[config.mk]
export PLATFORM = sky130hd
export DESIGN_NAME = itte_ctrl
export DESIGN_NICKNAME = d
export VERILOG_FILES = /design/src/design/iso_timestamp_text_to_epoch_core_defines.svh /design/src/design/itte_pkg.sv /design/src/design/itte_ctrl.sv
export SDC_FILE = /design/constraint.sdc
export NUM_CORES = 1
export LEC_CHECK = 0
export BUFFER_PORTS_ARGS = -buffer_cell sky130_fd_sc_hd__clkbuf_2
export CORE_AREA = 5 5 42 44
export CTS_CLUSTER_SIZE = 14
export DETAILED_ROUTE_END_ITERATION = 16
export DIE_AREA = 0 0 47 49
export HOLD_SLACK_MARGIN = 0.02
export PLACE_DENSITY = 0.58
export SYNTH_ARGS = -nofsm -noshare
export SYNTH_HDL_FRONTEND = slang
export SYNTH_SLANG_ARGS = --single-unit
[constraint.sdc]
create_clock -name clk_i -period 3.05 [get_ports clk_i]
set_clock_uncertainty 0.05 [all_clocks]
set_input_delay 0.7625 -clock clk_i [delete_from_list [all_inputs] [get_ports clk_i]]
set_output_delay 0.7625 -clock clk_i [all_outputs]
set_load 0.01 [all_outputs]
[src/design/iso_timestamp_text_to_epoch_core_defines.svh]
// ----------------------------------------------------------------------------
// iso timestamp text to epoch: assertion macros
// concurrent check helpers, empty bodies under synthesis
// ----------------------------------------------------------------------------
`ifndef ISO_TIMESTAMP_TEXT_TO_EPOCH_CORE_DEFINES_SVH
`define ISO_TIMESTAMP_TEXT_TO_EPOCH_CORE_DEFINES_SVH

`ifndef SYNTHESIS
// same-cycle implication
`define ITTE_ASSERT_IMP(lbl, ante, cons, msg) \
  lbl: assert property (@(posedge clk_i) disable iff (!rst_ni) (ante) |-> (cons)) \
    else $error(msg);
// next-cycle implication
`define ITTE_ASSERT_NXT(lbl, ante, cons, msg) \
  lbl: assert property (@(posedge clk_i) disable iff (!rst_ni) (ante) |=> (cons)) \
    else $error(msg);
`else
`define ITTE_ASSERT_IMP(lbl, ante, cons, msg)
`define ITTE_ASSERT_NXT(lbl, ante, cons, msg)
`endif

`endif

[src/design/itte_pkg.sv]
// ----------------------------------------------------------------------------
// itte_pkg
// shared types, constants and helpers of the timestamp text parser
// ----------------------------------------------------------------------------
package itte_pkg;

  localparam int unsigned VALUE_W = 59;
  localparam int unsigned DAYS_W  = 24;
  localparam int unsigned TOT_W   = 42;

  // text positions
  localparam logic [4:0] DATE_LEN = 5'd10;
  localparam logic [4:0] TIME_END = 5'd19;
  localparam logic [4:0] FRAC_END = 5'd26;
  localparam logic [4:0] POS_MAX  = 5'd31;

  // digit masks, bit i is the i-th position of the field
  localparam logic [9:0] DATE_PAT = 10'b11_0110_1111;
  localparam logic [8:0] TIME_PAT = 9'b1_1011_0110;
  localparam logic [6:0] FRAC_PAT = 7'b111_1110;

  localparam logic [7:0] DOT_CHAR  = 8'h2E;
  localparam logic [7:0] ZERO_CHAR = 8'h30;
  localparam logic [7:0] NINE_CHAR = 8'h39;

  // arithmetic constants
  localparam logic [11:0]       RECIP25     = 12'd2622;   // ceil(2^16 / 25)
  localparam logic [13:0]       RECIP5      = 14'd13108;  // ceil(2^16 / 5)
  localparam logic [23:0]       DAY_OFFSET  = 24'd865565; // 146097 + 719468
  localparam logic signed [17:0] SEC_PER_DAY = 18'sd86400;
  localparam logic signed [20:0] US_PER_SEC  = 21'sd1000000;

  typedef enum logic [2:0] {
    STEP_PREP  = 3'd0,
    STEP_QUOT  = 3'd1,
    STEP_DAYS  = 3'd2,
    STEP_SECS  = 3'd3,
    STEP_MULLO = 3'd4,
    STEP_MULHI = 3'd5
  } calc_step_e;

  typedef struct packed {
    logic       take_char;
    logic       take_last;
    logic       step_en;
    calc_step_e step;
    logic       load_out;
  } itte_cmd_t;

  // x * 10 + d, low bits kept
  function automatic logic [19:0] dec_step(logic [19:0] x, logic [3:0] d);
    logic [19:0] r;
    r = 20'({x, 3'b000} + {x, 1'b0} + {16'b0, d});
    return r;
  endfunction

  function automatic logic pat_ok(logic need_digit, logic is_digit, logic [7:0] c);
    logic r;
    r = need_digit ? is_digit : (!is_digit && (c != 8'h00));
    return r;
  endfunction

endpackage

[src/design/itte_ctrl.sv]
// ----------------------------------------------------------------------------
// itte_ctrl
// sequencer: byte intake, arithmetic steps, result hand-off
// ----------------------------------------------------------------------------
module itte_ctrl import itte_pkg::*; (
  input  logic      clk_i,
  input  logic      rst_ni,
  input  logic      in_valid_i,
  input  logic      in_last_i,
  input  logic      out_ready_i,
  output logic      in_ready_o,
  output logic      out_valid_o,
  output itte_cmd_t cmd_o
);

  typedef enum logic [2:0] {
    ST_IDLE = 3'b001,
    ST_CALC = 3'b010,
    ST_HOLD = 3'b100
  } state_e;

  state_e     state_q, state_d;
  calc_step_e step_q, step_d;
  logic       out_valid_q, out_valid_d;
  logic       take;

  assign in_ready_o = (state_q == ST_IDLE);
  assign take       = in_valid_i && in_ready_o;

  always_comb begin
    state_d         = state_q;
    step_d          = step_q;
    cmd_o.take_char = take;
    cmd_o.take_last = take && in_last_i;
    cmd_o.step_en   = 1'b0;
    cmd_o.step      = step_q;
    cmd_o.load_out  = 1'b0;
    case (state_q)
      ST_IDLE: begin
        if (take && in_last_i) begin
          state_d = ST_CALC;
          step_d  = STEP_PREP;
        end
      end
      ST_CALC: begin
        cmd_o.step_en = 1'b1;
        case (step_q)
          STEP_PREP:  step_d = STEP_QUOT;
          STEP_QUOT:  step_d = STEP_DAYS;
          STEP_DAYS:  step_d = STEP_SECS;
          STEP_SECS:  step_d = STEP_MULLO;
          STEP_MULLO: step_d = STEP_MULHI;
          default:    state_d = ST_HOLD;
        endcase
      end
      ST_HOLD: begin
        // wait for the output register to free up
        if (!out_valid_q || out_ready_i) begin
          cmd_o.load_out = 1'b1;
          state_d        = ST_IDLE;
        end
      end
      default: state_d = ST_IDLE;
    endcase
  end

  always_comb begin
    if (cmd_o.load_out)   out_valid_d = 1'b1;
    else if (out_ready_i) out_valid_d = 1'b0;
    else                  out_valid_d = out_valid_q;
  end

  assign out_valid_o = out_valid_q;

  always_ff @(posedge clk_i or negedge rst_ni) begin
    if (!rst_ni) begin
      state_q     <= ST_IDLE;
      step_q      <= STEP_PREP;
      out_valid_q <= 1'b0;
    end else begin
      state_q     <= state_d;
      step_q      <= step_d;
      out_valid_q <= out_valid_d;
    end
  end

endmodule

==> flow_metrics.py <==
metrics = {
    "yosys": {
        "avgSynthCellArea_sq_um": 10.4,
        "synth_top_area_cell": "dfrtp_1",
        "syn_nets": 42,
        "synthTopCellsByArea": "dfrtp_1 (39%), dfstp_2 (6.8%), buf_4 (5.8%)",
        "synth_edf_count": 0,
        "synthArstFlopShare_pct": 100,
        "synth_compound_area_share_pct": 17.2,
        "synth_top_cell_area_share_pct": 38.8,
        "synth_xor_area_share_pct": 0,
        "ys_seq_area_share_pct": 45.6,
        "synth-simple-area-share_pct": 28.5,
        "synthMuxAreaShare_pct": 0,
        "synth_top_family_by_area": "simple AND/OR/NAND/NOR gates",
        "synthAdderAreaFrac_pct": 0,
        "yosysWarningCount": 0,
        "synthCells": 37,
        "synth_cell_types": 21,
        "synth_flop_cell": "dfrtp_1",
        "ys_ff_latch": 7,
        "netlist_area_sq_um": 387,
    },
    "routing": {
        "drc": 0,
        "route.detailed.wl_per_inst_um": 11.4,
        "postRouteAntennaNets": 0,
        "drtIter0Drc": 4,
        "num_vias": 315,
        "detail_route.vias_per_cell": 4.70,
        "firstDrtPassIters": 2,
        "finalWirelength_um": 762,
    },
    "final_layout": {
        "regArea_sq_um": 176,
        "nNetsFinal": 57,
        "final_cell_mix": "clkbuf_2 (13), dfrtp_1 (6), a21oi_1 (4)",
        "final_common_cell": "clkbuf_2",
        "finalNonFillerCells": 67,
        "drive_gt1_share_pct": 41.2,
        "area_growth_pct": 23.0,
        "multiInputGateArea_sq_um": 176,
        "fillers": 146,
        "diodes": 0,
    },
    "global_route": {
        "grt_start_max_net_pins": 10,
        "met2_usage_pct": 10.6,
        "met3_usage_pct": 2.58,
        "grt_pass1_vias": 333,
        "met1_usage_pct": 10.8,
        "grt_use_total_pct": 7.88,
        "grt_busiest_layer": "met1",
        "antenna_found_initial": 0,
        "grt_pass1_wl_um": 1360,
        "grt-ovfl-total": 0,
    },
    "timing": {
        "slew_viol_final": 0,
        "max_freq_ghz": 0.439,
        "worst_slew_pin_slew_ps": 358,
        "fin_ws_ps": 772,
        "finalHoldViolCount": 0,
        "grt_setup_unrepaired": "no",
        "slew_headroom_pct": 75.8,
        "tns_ps": 0,
        "setup_viol": 0,
        "period_share_pct": 74.7,
        "fin_crit_ps": 2280,
    },
    "die": {
        "core_area_sq_um": 1400,
        "start_util_pct": 27.6,
        "die_y_um": 49,
        "rows": 14,
        "die_x_um": 47,
        "io_pins": 14,
        "die_area_sq_um": 2300,
    },
    "placed_design": {
        "dp_hpwl_um": 598,
        "post-place-ws_ps": 822,
        "port_buffers": 13,
        "place_inst": 63,
        "place_congestion": 0.753,
    },
    "setup_path": {
        "cp-end-kind": "output port",
        "crit_fanout": 9,
        "crit_type": "flip-flop to output port",
        "critPathArrivalTime_ps": 1470,
        "crit_required_ps": 2240,
        "start_kind": "flip-flop",
    },
    "clock_tree": {
        "postCtsHoldBufs": 0,
        "h-tree-depth": 1,
        "clock-sinks": 7,
        "cts_setup_buffers": 0,
        "cts_tree": "done",
        "cts_buffer_depth": 2,
        "numCtsBuffers": 3,
        "worstSkewPairLatency_ps": 240,
        "clk_pin_slew_ps": 50,
        "post_cts_resized": 0,
        "cts_root_buffer": "clkbuf_4",
    },
    "outcome": {
        "outcome": "completed",
    },
    "power_and_ir_drop": {
        "p_switching_mw": 0.0647,
        "p_per_area_nw_per_um2": 498,
        "comb_power_share_pct": 17.5,
        "p_seq_share_pct": 48.3,
        "leakagePower_nw": 0.220,
        "p_sw_share_pct": 27.3,
        "peakVddDrop_mv": 0.194,
        "finalPower_mw": 0.237,
        "internal_power_mw": 0.172,
        "clkPwrFrac_pct": 34.2,
    },
    "flow_run": {
        "drv_cap": 0,
    },
    "min_path": {
        "hold_path.class": "primary input to asynchronous set/reset pin",
    },
}
[cells by family after synthesis]
logic type,after synthesis
simple gates,14
buf+inv,6
compound gates,10
flops,7
[path summary, 6_finish.rpt]
| path | cells past startpoint | slack (ps) | startpoint | end |
|---|---|---|---|---|
| hold / removal | 1 | 290 | rst_ni | state_q[1] |
| setup reg to reg | 3 | 1580 | state_q[2] | step_q[0] |
| setup / recovery | 4 | 770 | state_q[0] | cmd_o[5] |
| hold reg to reg | 1 | 520 | state_q[0] | state_q[2] |
| max in group asynchronous | 1 | 2420 | rst_ni | state_q[0] |
| min in group clk_i | 1 | 520 | state_q[0] | state_q[2] |
[metrics by stage]
| stage | instance area (sq um) | utilization (%) | hold WS (ps) |
|---|---|---|---|
| after floorplan | 387 | - | 417 |
| after global placement | 449 | 32.1 | 503 |
| after detailed placement | 449 | 32.1 | 513 |
| after CTS | 475 | 33.9 | 289 |
| after global routing | 475 | 33.9 | 284 |
| final | 475 | 33.9 | 292 |
[cell type report]
type | count | area share (%)
inverter | 3 | 2.37
multi-input combinational | 24 | 37.1
clock buffer | 4 | 5.53
sequential | 7 | 37.1
tap | 16 | 4.21
timing repair buffer | 13 | 13.7
[layer usage]
layer	up-vias	part of all wire, %
li1	161	-
met1	146	48
met2	8	45
met3	0	7.2
met4	0	0
met5	-	0
[state kept, by name, indices dropped and copies added (netlist names)]
| name | flops |
|---|---|
| step_q | 3 |
| state_q | 3 |
| out_valid_o | 1 |
[critical path: stages, from the launching register on]
cell and delay, ps:
dfstp_2 610, and4bb_2 260, nand2_1 110, inv_1 110, clkbuf_2 140
[power groups by stage]
stage | clock (mW) | sequential [mW] | combinational [mW]
2_1_floorplan | 0 | 0.115 | 0.0256
3_3_place_gp | 0 | 0.116 | 0.0419
3_5_place_dp | 0 | 0.116 | 0.0422
4_1_cts | 0.0853 | 0.114 | 0.0424
5_1_grt | 0.0923 | 0.116 | 0.0458
6_report | 0.0809 | 0.114 | 0.0414
[synthesized netlist by cell type, types with 2 or more instances]
cell type	n
a21oi_1	4
nand2b_1	2
nand2_1	2
dfrtp_1	6
inv_1	3
buf_4	3
nor2_1	2
nor3b_1	2
Note: power is estimated with default switching activity, not from simulation.
