`config.mk`:
```
export PLATFORM = sky130hd
export DESIGN_NAME = itte_datapath
export DESIGN_NICKNAME = d
export VERILOG_FILES = /design/src/design/iso_timestamp_text_to_epoch_core_defines.svh /design/src/design/itte_pkg.sv /design/src/design/itte_datapath.sv
export SDC_FILE = /design/constraint.sdc
export NUM_CORES = 2
export LEC_CHECK = 0
export BUFFER_PORTS_ARGS = -buffer_cell sky130_fd_sc_hd__clkbuf_2
export CAP_MARGIN = 20
export CORE_MARGIN = 4
export CORE_UTILIZATION = 30
export CTS_CLUSTER_DIAMETER = 100
export DETAILED_ROUTE_END_ITERATION = 7
export SLEW_MARGIN = 20
export SYNTH_ARGS = -nofsm -noshare
export SYNTH_HDL_FRONTEND = slang
export SYNTH_SLANG_ARGS = --single-unit
```
`constraint.sdc`:
```
create_clock -name clk_i -period 21.4 [get_ports clk_i]
set_clock_uncertainty 0.15 [all_clocks]
set_input_delay 2.14 -clock clk_i [delete_from_list [all_inputs] [get_ports clk_i]]
set_output_delay 2.14 -clock clk_i [all_outputs]
set_load 0.03 [all_outputs]
```
`src/design/iso_timestamp_text_to_epoch_core_defines.svh`:
```
// ----------------------------------------------------------------------------
// iso timestamp text to epoch: assertion macros
// concurrent check helpers, empty bodies under synthesis
// ----------------------------------------------------------------------------
`ifndef ISO_TIMESTAMP_TEXT_TO_EPOCH_CORE_DEFINES_SVH
`define ISO_TIMESTAMP_TEXT_TO_EPOCH_CORE_DEFINES_SVH

`ifndef SYNTHESIS
// same-cycle implication
`define ITTE_ASSERT_IMP(lbl, ante, cons, msg) \
  lbl: assert property (@(posedge clk_i) disable iff (!rst_ni) (ante) |-> (cons)) \
    else $error(msg);
// next-cycle implication
`define ITTE_ASSERT_NXT(lbl, ante, cons, msg) \
  lbl: assert property (@(posedge clk_i) disable iff (!rst_ni) (ante) |=> (cons)) \
    else $error(msg);
`else
`define ITTE_ASSERT_IMP(lbl, ante, cons, msg)
`define ITTE_ASSERT_NXT(lbl, ante, cons, msg)
`endif

`endif

```
`src/design/itte_pkg.sv`:
```
// ----------------------------------------------------------------------------
// itte_pkg
// shared types, constants and helpers of the timestamp text parser
// ----------------------------------------------------------------------------
package itte_pkg;

  localparam int unsigned VALUE_W = 59;
  localparam int unsigned DAYS_W  = 24;
  localparam int unsigned TOT_W   = 42;

  // text positions
  localparam logic [4:0] DATE_LEN = 5'd10;
  localparam logic [4:0] TIME_END = 5'd19;
  localparam logic [4:0] FRAC_END = 5'd26;
  localparam logic [4:0] POS_MAX  = 5'd31;

  // digit masks, bit i is the i-th position of the field
  localparam logic [9:0] DATE_PAT = 10'b11_0110_1111;
  localparam logic [8:0] TIME_PAT = 9'b1_1011_0110;
  localparam logic [6:0] FRAC_PAT = 7'b111_1110;

  localparam logic [7:0] DOT_CHAR  = 8'h2E;
  localparam logic [7:0] ZERO_CHAR = 8'h30;
  localparam logic [7:0] NINE_CHAR = 8'h39;

  // arithmetic constants
  localparam logic [11:0]       RECIP25     = 12'd2622;   // ceil(2^16 / 25)
  localparam logic [13:0]       RECIP5      = 14'd13108;  // ceil(2^16 / 5)
  localparam logic [23:0]       DAY_OFFSET  = 24'd865565; // 146097 + 719468
  localparam logic signed [17:0] SEC_PER_DAY = 18'sd86400;
  localparam logic signed [20:0] US_PER_SEC  = 21'sd1000000;

  typedef enum logic [2:0] {
    STEP_PREP  = 3'd0,
    STEP_QUOT  = 3'd1,
    STEP_DAYS  = 3'd2,
    STEP_SECS  = 3'd3,
    STEP_MULLO = 3'd4,
    STEP_MULHI = 3'd5
  } calc_step_e;

  typedef struct packed {
    logic       take_char;
    logic       take_last;
    logic       step_en;
    calc_step_e step;
    logic       load_out;
  } itte_cmd_t;

  // x * 10 + d, low bits kept
  function automatic logic [19:0] dec_step(logic [19:0] x, logic [3:0] d);
    logic [19:0] r;
    r = 20'({x, 3'b000} + {x, 1'b0} + {16'b0, d});
    return r;
  endfunction

  function automatic logic pat_ok(logic need_digit, logic is_digit, logic [7:0] c);
    logic r;
    r = need_digit ? is_digit : (!is_digit && (c != 8'h00));
    return r;
  endfunction

endpackage

```
`src/design/itte_datapath.sv`:
```
// ----------------------------------------------------------------------------
// itte_datapath
// digit gathering, pattern checks and multi-cycle epoch arithmetic
// ----------------------------------------------------------------------------
module itte_datapath import itte_pkg::*; (
  input  logic                      clk_i,
  input  logic                      rst_ni,
  input  itte_cmd_t                 cmd_i,
  input  logic [7:0]                character_i,
  input  logic                      null_marker_i,
  input  logic                      cfg_we_i,
  input  logic                      cfg_with_time_i,
  output logic signed [VALUE_W-1:0] time_value_o,
  output logic                      null_flag_o,
  output logic                      date_valid_o,
  output logic                      time_added_o,
  output logic                      fraction_added_o
);

  logic        with_time_q;
  logic [4:0]  pos_q, pos_d;
  logic [13:0] year_q, year_d;
  logic [6:0]  month_q, month_d, day_q, day_d;
  logic [6:0]  hour_q, hour_d, minute_q, minute_d, second_q, second_d;
  logic [19:0] frac_q, frac_d;
  logic [2:0]  flags_q, flags_d;
  logic        date_ok_q, date_ok_d, time_ok_q, time_ok_d, frac_ok_q, frac_ok_d;
  logic        null_q, null_d;

  logic        is_dig;
  logic [3:0]  dv;
  logic [4:0]  tsub, fsub;
  logic [19:0] step_res;

  // arithmetic registers
  logic [13:0]              yy_q;
  logic [14:0]              mpt_q;
  logic [18:0]              secs_q;
  logic [7:0]               q100_q;
  logic [5:0]               q400_q;
  logic [12:0]              doyb_q;
  logic signed [DAYS_W-1:0] days_q;
  logic signed [TOT_W-1:0]  tot_q;
  logic [VALUE_W-1:0]       acc_q;

  logic                     le2;
  logic [6:0]               mp;
  logic [23:0]              p100, p400;
  logic [28:0]              pdoy;
  logic [23:0]              days_sum;
  logic signed [TOT_W-1:0]  days_ext;
  logic signed [TOT_W-1:0]  dsec;
  logic [40:0]              lo_prod;
  logic signed [41:0]       hi_prod;

  // ---------------- character intake ----------------
  assign is_dig = (character_i >= ZERO_CHAR) && (character_i <= NINE_CHAR);
  assign dv     = is_dig ? character_i[3:0] : 4'd0;
  assign tsub   = pos_q - DATE_LEN;
  assign fsub   = pos_q - TIME_END;

  always_comb begin
    pos_d     = pos_q;
    year_d    = year_q;
    month_d   = month_q;
    day_d     = day_q;
    hour_d    = hour_q;
    minute_d  = minute_q;
    second_d  = second_q;
    frac_d    = frac_q;
    flags_d   = flags_q;
    date_ok_d = date_ok_q;
    time_ok_d = time_ok_q;
    frac_ok_d = frac_ok_q;
    null_d    = null_q;
    step_res  = '0;
    if (cmd_i.take_char) begin
      if (pos_q < DATE_LEN) begin
        if (!pat_ok(DATE_PAT[pos_q[3:0]], is_dig, character_i)) flags_d[0] = 1'b1;
        case (pos_q)
          5'd0, 5'd1, 5'd2, 5'd3: begin
            step_res = dec_step({6'b0, year_q}, dv);
            year_d   = step_res[13:0];
          end
          5'd5, 5'd6: begin
            step_res = dec_step({13'b0, month_q}, dv);
            month_d  = step_res[6:0];
          end
          5'd8, 5'd9: begin
            step_res = dec_step({13'b0, day_q}, dv);
            day_d    = step_res[6:0];
          end
          default: ;
        endcase
      end else if (pos_q < TIME_END) begin
        if (!pat_ok(TIME_PAT[tsub[3:0]], is_dig, character_i)) flags_d[1] = 1'b1;
        case (pos_q)
          5'd11, 5'd12: begin
            step_res = dec_step({13'b0, hour_q}, dv);
            hour_d   = step_res[6:0];
          end
          5'd14, 5'd15: begin
            step_res = dec_step({13'b0, minute_q}, dv);
            minute_d = step_res[6:0];
          end
          5'd17, 5'd18: begin
            step_res = dec_step({13'b0, second_q}, dv);
            second_d = step_res[6:0];
          end
          default: ;
        endcase
      end else if (pos_q < FRAC_END) begin
        if (pos_q == TIME_END) begin
          if (character_i != DOT_CHAR) flags_d[2] = 1'b1;
        end else begin
          if (!pat_ok(FRAC_PAT[fsub[2:0]], is_dig, character_i)) flags_d[2] = 1'b1;
          frac_d = dec_step(frac_q, dv);
        end
      end
      pos_d = (pos_q == POS_MAX) ? pos_q : 5'(pos_q + 5'd1);
    end
    if (cmd_i.take_last) begin
      null_d    = null_marker_i;
      date_ok_d = !null_marker_i && (pos_d >= DATE_LEN) && !flags_d[0];
      time_ok_d = date_ok_d && with_time_q && (pos_d >= TIME_END) && !flags_d[1];
      frac_ok_d = time_ok_d && (pos_d >= FRAC_END) && !flags_d[2];
    end
    if (cmd_i.load_out) begin
      pos_d    = '0;
      year_d   = '0;
      month_d  = '0;
      day_d    = '0;
      hour_d   = '0;
      minute_d = '0;
      second_d = '0;
      frac_d   = '0;
      flags_d  = '0;
    end
  end

  always_ff @(posedge clk_i or negedge rst_ni) begin
    if (!rst_ni) begin
      with_time_q <= 1'b1;
      pos_q       <= '0;
      year_q      <= '0;
      month_q     <= '0;
      day_q       <= '0;
      hour_q      <= '0;
      minute_q    <= '0;
      second_q    <= '0;
      frac_q      <= '0;
      flags_q     <= '0;
      date_ok_q   <= 1'b0;
      time_ok_q   <= 1'b0;
      frac_ok_q   <= 1'b0;
      null_q      <= 1'b0;
    end else begin
      if (cfg_we_i) with_time_q <= cfg_with_time_i;
      pos_q     <= pos_d;
      year_q    <= year_d;
      month_q   <= month_d;
      day_q     <= day_d;
      hour_q    <= hour_d;
      minute_q  <= minute_d;
      second_q  <= second_d;
      frac_q    <= frac_d;
      flags_q   <= flags_d;
      date_ok_q <= date_ok_d;
      time_ok_q <= time_ok_d;
      frac_ok_q <= frac_ok_d;
      null_q    <= null_d;
    end
  end

  // ---------------- epoch arithmetic ----------------
  assign le2 = (month_q <= 7'd2);
  assign mp  = le2 ? 7'(month_q + 7'd9) : 7'(month_q - 7'd3);

  // divide by 100 and 400 through a reciprocal of 25, by 5 likewise
  assign p100 = {12'b0, yy_q[13:2]} * {12'b0, RECIP25};
  assign p400 = {14'b0, yy_q[13:4]} * {12'b0, RECIP25};
  assign pdoy = {14'b0, mpt_q} * {15'b0, RECIP5};

  assign days_sum = 24'({10'b0, yy_q} * 24'd365 + {12'b0, yy_q[13:2]}
                        + {18'b0, q400_q} + {11'b0, doyb_q} + {17'b0, day_q}
                        - {16'b0, q100_q} - 24'd1 - DAY_OFFSET);

  // day count widened first so the seconds product keeps its top bits
  assign days_ext = {{(TOT_W-DAYS_W){days_q[DAYS_W-1]}}, days_q};
  assign dsec     = days_ext * TOT_W'(SEC_PER_DAY) + $signed({23'b0, secs_q});
  assign lo_prod  = {20'b0, tot_q[20:0]} * {21'b0, US_PER_SEC[19:0]};
  assign hi_prod  = $signed(tot_q[TOT_W-1:21]) * US_PER_SEC;

  always_ff @(posedge clk_i) begin
    if (cmd_i.step_en) begin
      case (cmd_i.step)
        STEP_PREP: begin
          yy_q   <= 14'(year_q + 14'd400 - {13'b0, le2});
          mpt_q  <= 15'({8'b0, mp} * 15'd153 + 15'd2);
          secs_q <= time_ok_q ? 19'({12'b0, hour_q} * 19'd3600 + {12'b0, minute_q} * 19'd60
                                    + {12'b0, second_q}) : 19'd0;
        end
        STEP_QUOT: begin
          q100_q <= p100[23:16];
          q400_q <= p400[21:16];
          doyb_q <= pdoy[28:16];
        end
        STEP_DAYS:  days_q <= $signed(days_sum);
        STEP_SECS:  tot_q  <= dsec;
        STEP_MULLO: acc_q  <= VALUE_W'(lo_prod) + (frac_ok_q ? {39'b0, frac_q} : '0);
        STEP_MULHI: acc_q  <= acc_q + {hi_prod[37:0], 21'b0};
        default: ;
      endcase
    end
  end

  // ---------------- output register ----------------
  always_ff @(posedge clk_i) begin
    if (cmd_i.load_out) begin
      if (!date_ok_q)       time_value_o <= '0;
      else if (with_time_q) time_value_o <= $signed(acc_q);
      else                  time_value_o <= {{(VALUE_W-DAYS_W){days_q[DAYS_W-1]}}, days_q};
      null_flag_o      <= null_q;
      date_valid_o     <= date_ok_q;
      time_added_o     <= time_ok_q;
      fraction_added_o <= frac_ok_q;
    end
  end

endmodule

```
==> reports/results.txt <==
Once placement completed, the tool counted placed cells totaling 6,756. The placeable core area was 0.157 sq mm. The most common cell after layout, fill and taps aside is sky130_fd_sc_hd__ha_1. Number of buffers inserted for hold repair after clock tree synthesis: 0. The number of clock buffers added by TritonCTS is 43. The total number of yosys warnings is 0, and the number of buffers and inverters on the critical path is 2. Number of maximum-capacitance constraint violations: 0. In the routed design, unresolved DRC markers number 0. Area of the die: 0.165 sq mm. The share of synthesized registers carrying an async set or reset is 23.8%, and the via count of the first global-routing pass is 33,296. Count of routing violations after the opening detailed-route iteration: 1,284.

Setup repair after global routing left no endpoint under its margin. The clock net in this run drives a total of 345 sinks. Summed over all layers, the global routing overflow is 0. Global-route wire length before repair: 170 mm. Buffers placed on the I/O ports in this run total 82. The final number of hold-violating endpoints is 0, and the detailed-routing iteration count for the pre-antenna-repair pass is 5.

The worst register-to-register path ends at acc_q[58]. The critical path in this run is classified as reg -> reg. At the later pin of the worst-skew pair, clock insertion delay measures 580 ps.

The filler cells instantiated in the layout total 15,886. The sequential cell area was 0.00995 sq mm; the transition time at the pin with the least slew margin was 1040 ps. The highest achievable clock rate was 133 MHz; the total of flip-flops plus latches after synthesis was 345.

The mean post-synth cell area works out to 10.2 sq um. Highest cell delay on the worst timing path: 550 ps. For this design the top-level I/O count stands at 83. The synthesized cell area is 0.0476 sq mm, and the die span in y is 406 microns. The area overhead of the layout relative to synthesis was 8.95%. The average vias per placed instance came out at 4.61. For this design, the slowest cell found on the critical path is sky130_fd_sc_hd__fa_1. H-tree depth reported by CTS: 2.

The initial antenna violation count came out at 1. The worst setup path is launched from a flip-flop. Start point of the worst hold path: secs_q[6].

The number of cells on the worst reg-to-reg path works out to 29. After routing, the total negative slack on setup checks comes to 0 ps. The tools report the number of nets in the finished design as 6,228.

For the number of rows created at floorplan, the log shows 145. In the final layout, the multi-input gates occupy 0.0341 sq mm. After legalization and detailed placement, the total HPWL measured 85.3 mm. The number of gates resized after CTS was 0. TritonCTS built the clock tree. The number of setup buffers added after CTS is 0. Counting along the longest clock path gives a buffer depth of 3. For the worst setup path, the data required time is 21,560 ps. The count of mapped cells out of synthesis was 4,662; the minimum clock period was 7490 ps.

Setup violations remaining at the end of the flow were counted as 0. The tools report the weighted congestion at the end of routability-driven global placement as 0.861. The worst hold path terminates at tot_q[6]. The count of cells in the finished layout, fillers not included, comes to 6,832.

For this block, the routed nets add up to 101 mm of wire. The number of nets in the synthesized netlist is 6,146. The part of the cycle the worst path needs was 35.0%. The tightest min-delay check is of the reg -> reg type. The detail route stage leaves a number of antenna-violating nets equal to 0. The floorplan step set the die width to 406 microns.

The cell depth of the worst hold path was 0; the largest net degree at the start of global routing was 62. The top cell types in the final layout, fill and taps aside, are sky130_fd_sc_hd__ha_1, sky130_fd_sc_hd__inv_1, sky130_fd_sc_hd__fa_1. The highest net fanout along the worst path is 5, and the register-to-register setup slack is 13,910 ps. In the final routed layout, each cell accounts on average for 14.8 microns. The most area-hungry cell type in the Yosys netlist is sky130_fd_sc_hd__ha_1.

After clock tree synthesis, the clock-pin slew on the worst setup and hold paths is 60 ps. The max-slew violation count came out at 0. CTS placed an instance of sky130_fd_sc_hd__clkbuf_16 at the clock tree root. The total track usage is 12.6%, and the signal arrival time at the worst endpoint is 7650 ps. Fraction of the yosys area taken by sequential cells: 20.9%.

The run finished with clean final reports. For this configuration, the core starts out at a cell density of 30.3%. The critical path's top delay family is adder cells. The flip-flop cell with the highest count after synthesis was sky130_fd_sc_hd__edfxtp_1. The worst setup path is captured at a flip-flop.

The synthesized design devotes to its leading area cell type 25.6% of total area. The worst pin sits at a relative slew slack of 30.4%. The count of flip-flops with a built-in enable after synthesis is 263. Start of the worst register-to-register path: tot_q[26]. The layout cell share with drive strength beyond 1 is 4.42%, and the number of distinct library cells after synthesis is 87. Summing over every cut layer, the via total after detailed routing is 31,499. In the post-synthesis netlist, the biggest area contributors are sky130_fd_sc_hd__ha_1, sky130_fd_sc_hd__fa_1, sky130_fd_sc_hd__edfxtp_1, sky130_fd_sc_hd__inv_1, sky130_fd_sc_hd__dfrtp_1.
## worst register-to-register path: cells and delay by family, from the launching register on
family / cells / cell delay (ps)
xor+xnor: 3 / 440
fa+ha+maj: 8 / 3350
compound gates: 10 / 2110
simple gates: 6 / 540
flops: 1 / 490
buf+inv: 2 / 140
## synthesized netlist by cell type, drive strengths merged (46+ instances only)
library cell and number:
xnor2 218, inv 896, nor3 68, a21boi 46, mux2i 54, and2 51, ha 974, clkbuf 57
nor2b 64, a21oi 226, o21ai 126, dfrtp 81, xor2 83, edfxtp 263, fa 490, a21o 90
nor2 230, nand2 173
## logic make-up (layout without fill, tap and decap cells)
family / after synthesis / after routing / synth area share [%]
compound gates: 727 / 727 / 9.92
fa+ha+maj: 1464 / 1464 / 46.3
simple gates: 803 / 803 / 8.43
buf+inv: 961 / 1072 / 7.62
flops: 345 / 345 / 20.9
mux: 61 / 61 / 1.30
xor+xnor: 301 / 301 / 5.54
other cells: 0 / 1 / 0
## state kept, by name, indices dropped and copies added, names as in the netlist, 14 cells and up
name          flops
days_q           24
mpt_q            15
secs_q           19
year_q           14
tot_q            42
time_value_o     59
acc_q            59
frac_q           20
yy_q             14
## routing by layer
metal	part of all wire (%)	up-vias	track usage [%]
li1	-	15830	-
met1	48	15193	17.2
met2	46	391	21.2
met3	4.2	85	1.89
met4	1.7	0	2.34
met5	0	-	0
## how the worst max path moves through the flow
stage / cells after the start / from / end
2_1_floorplan: 1 / cmd_i[3] / mpt_q[0]
3_3_place_gp: 25 / tot_q[22] / acc_q[58]
3_5_place_dp: 29 / tot_q[26] / acc_q[58]
4_1_cts: 29 / tot_q[26] / acc_q[58]
5_1_grt: 29 / tot_q[26] / acc_q[58]
6_report: 29 / tot_q[26] / acc_q[58]
## cell type report
type                       count  area share [%]
multi-input combinational   3356            65.7
timing repair buffer         102            1.10
inverter                     896            6.49
sequential                   345            19.2
clock buffer                  57            2.24
clock inverter                17           0.254
tap                         2058            4.97
antenna                        1         0.00483
## per-stage QoR
stage	setup slack [ps]	hold WS [ps]	utilization [%]	cell area (sq um)
floorplan	13450	250	-	47600
global placement	14040	259	32.2	50500
detailed placement	13910	256	32.2	50500
CTS	13880	267	33.0	51800
global route	13220	281	33.0	51800
finish	13910	266	33.0	51800
Power is left out: the tool's default activity adds up to more than one toggle a clock period on the data nets, which glitch-free logic cannot reach.
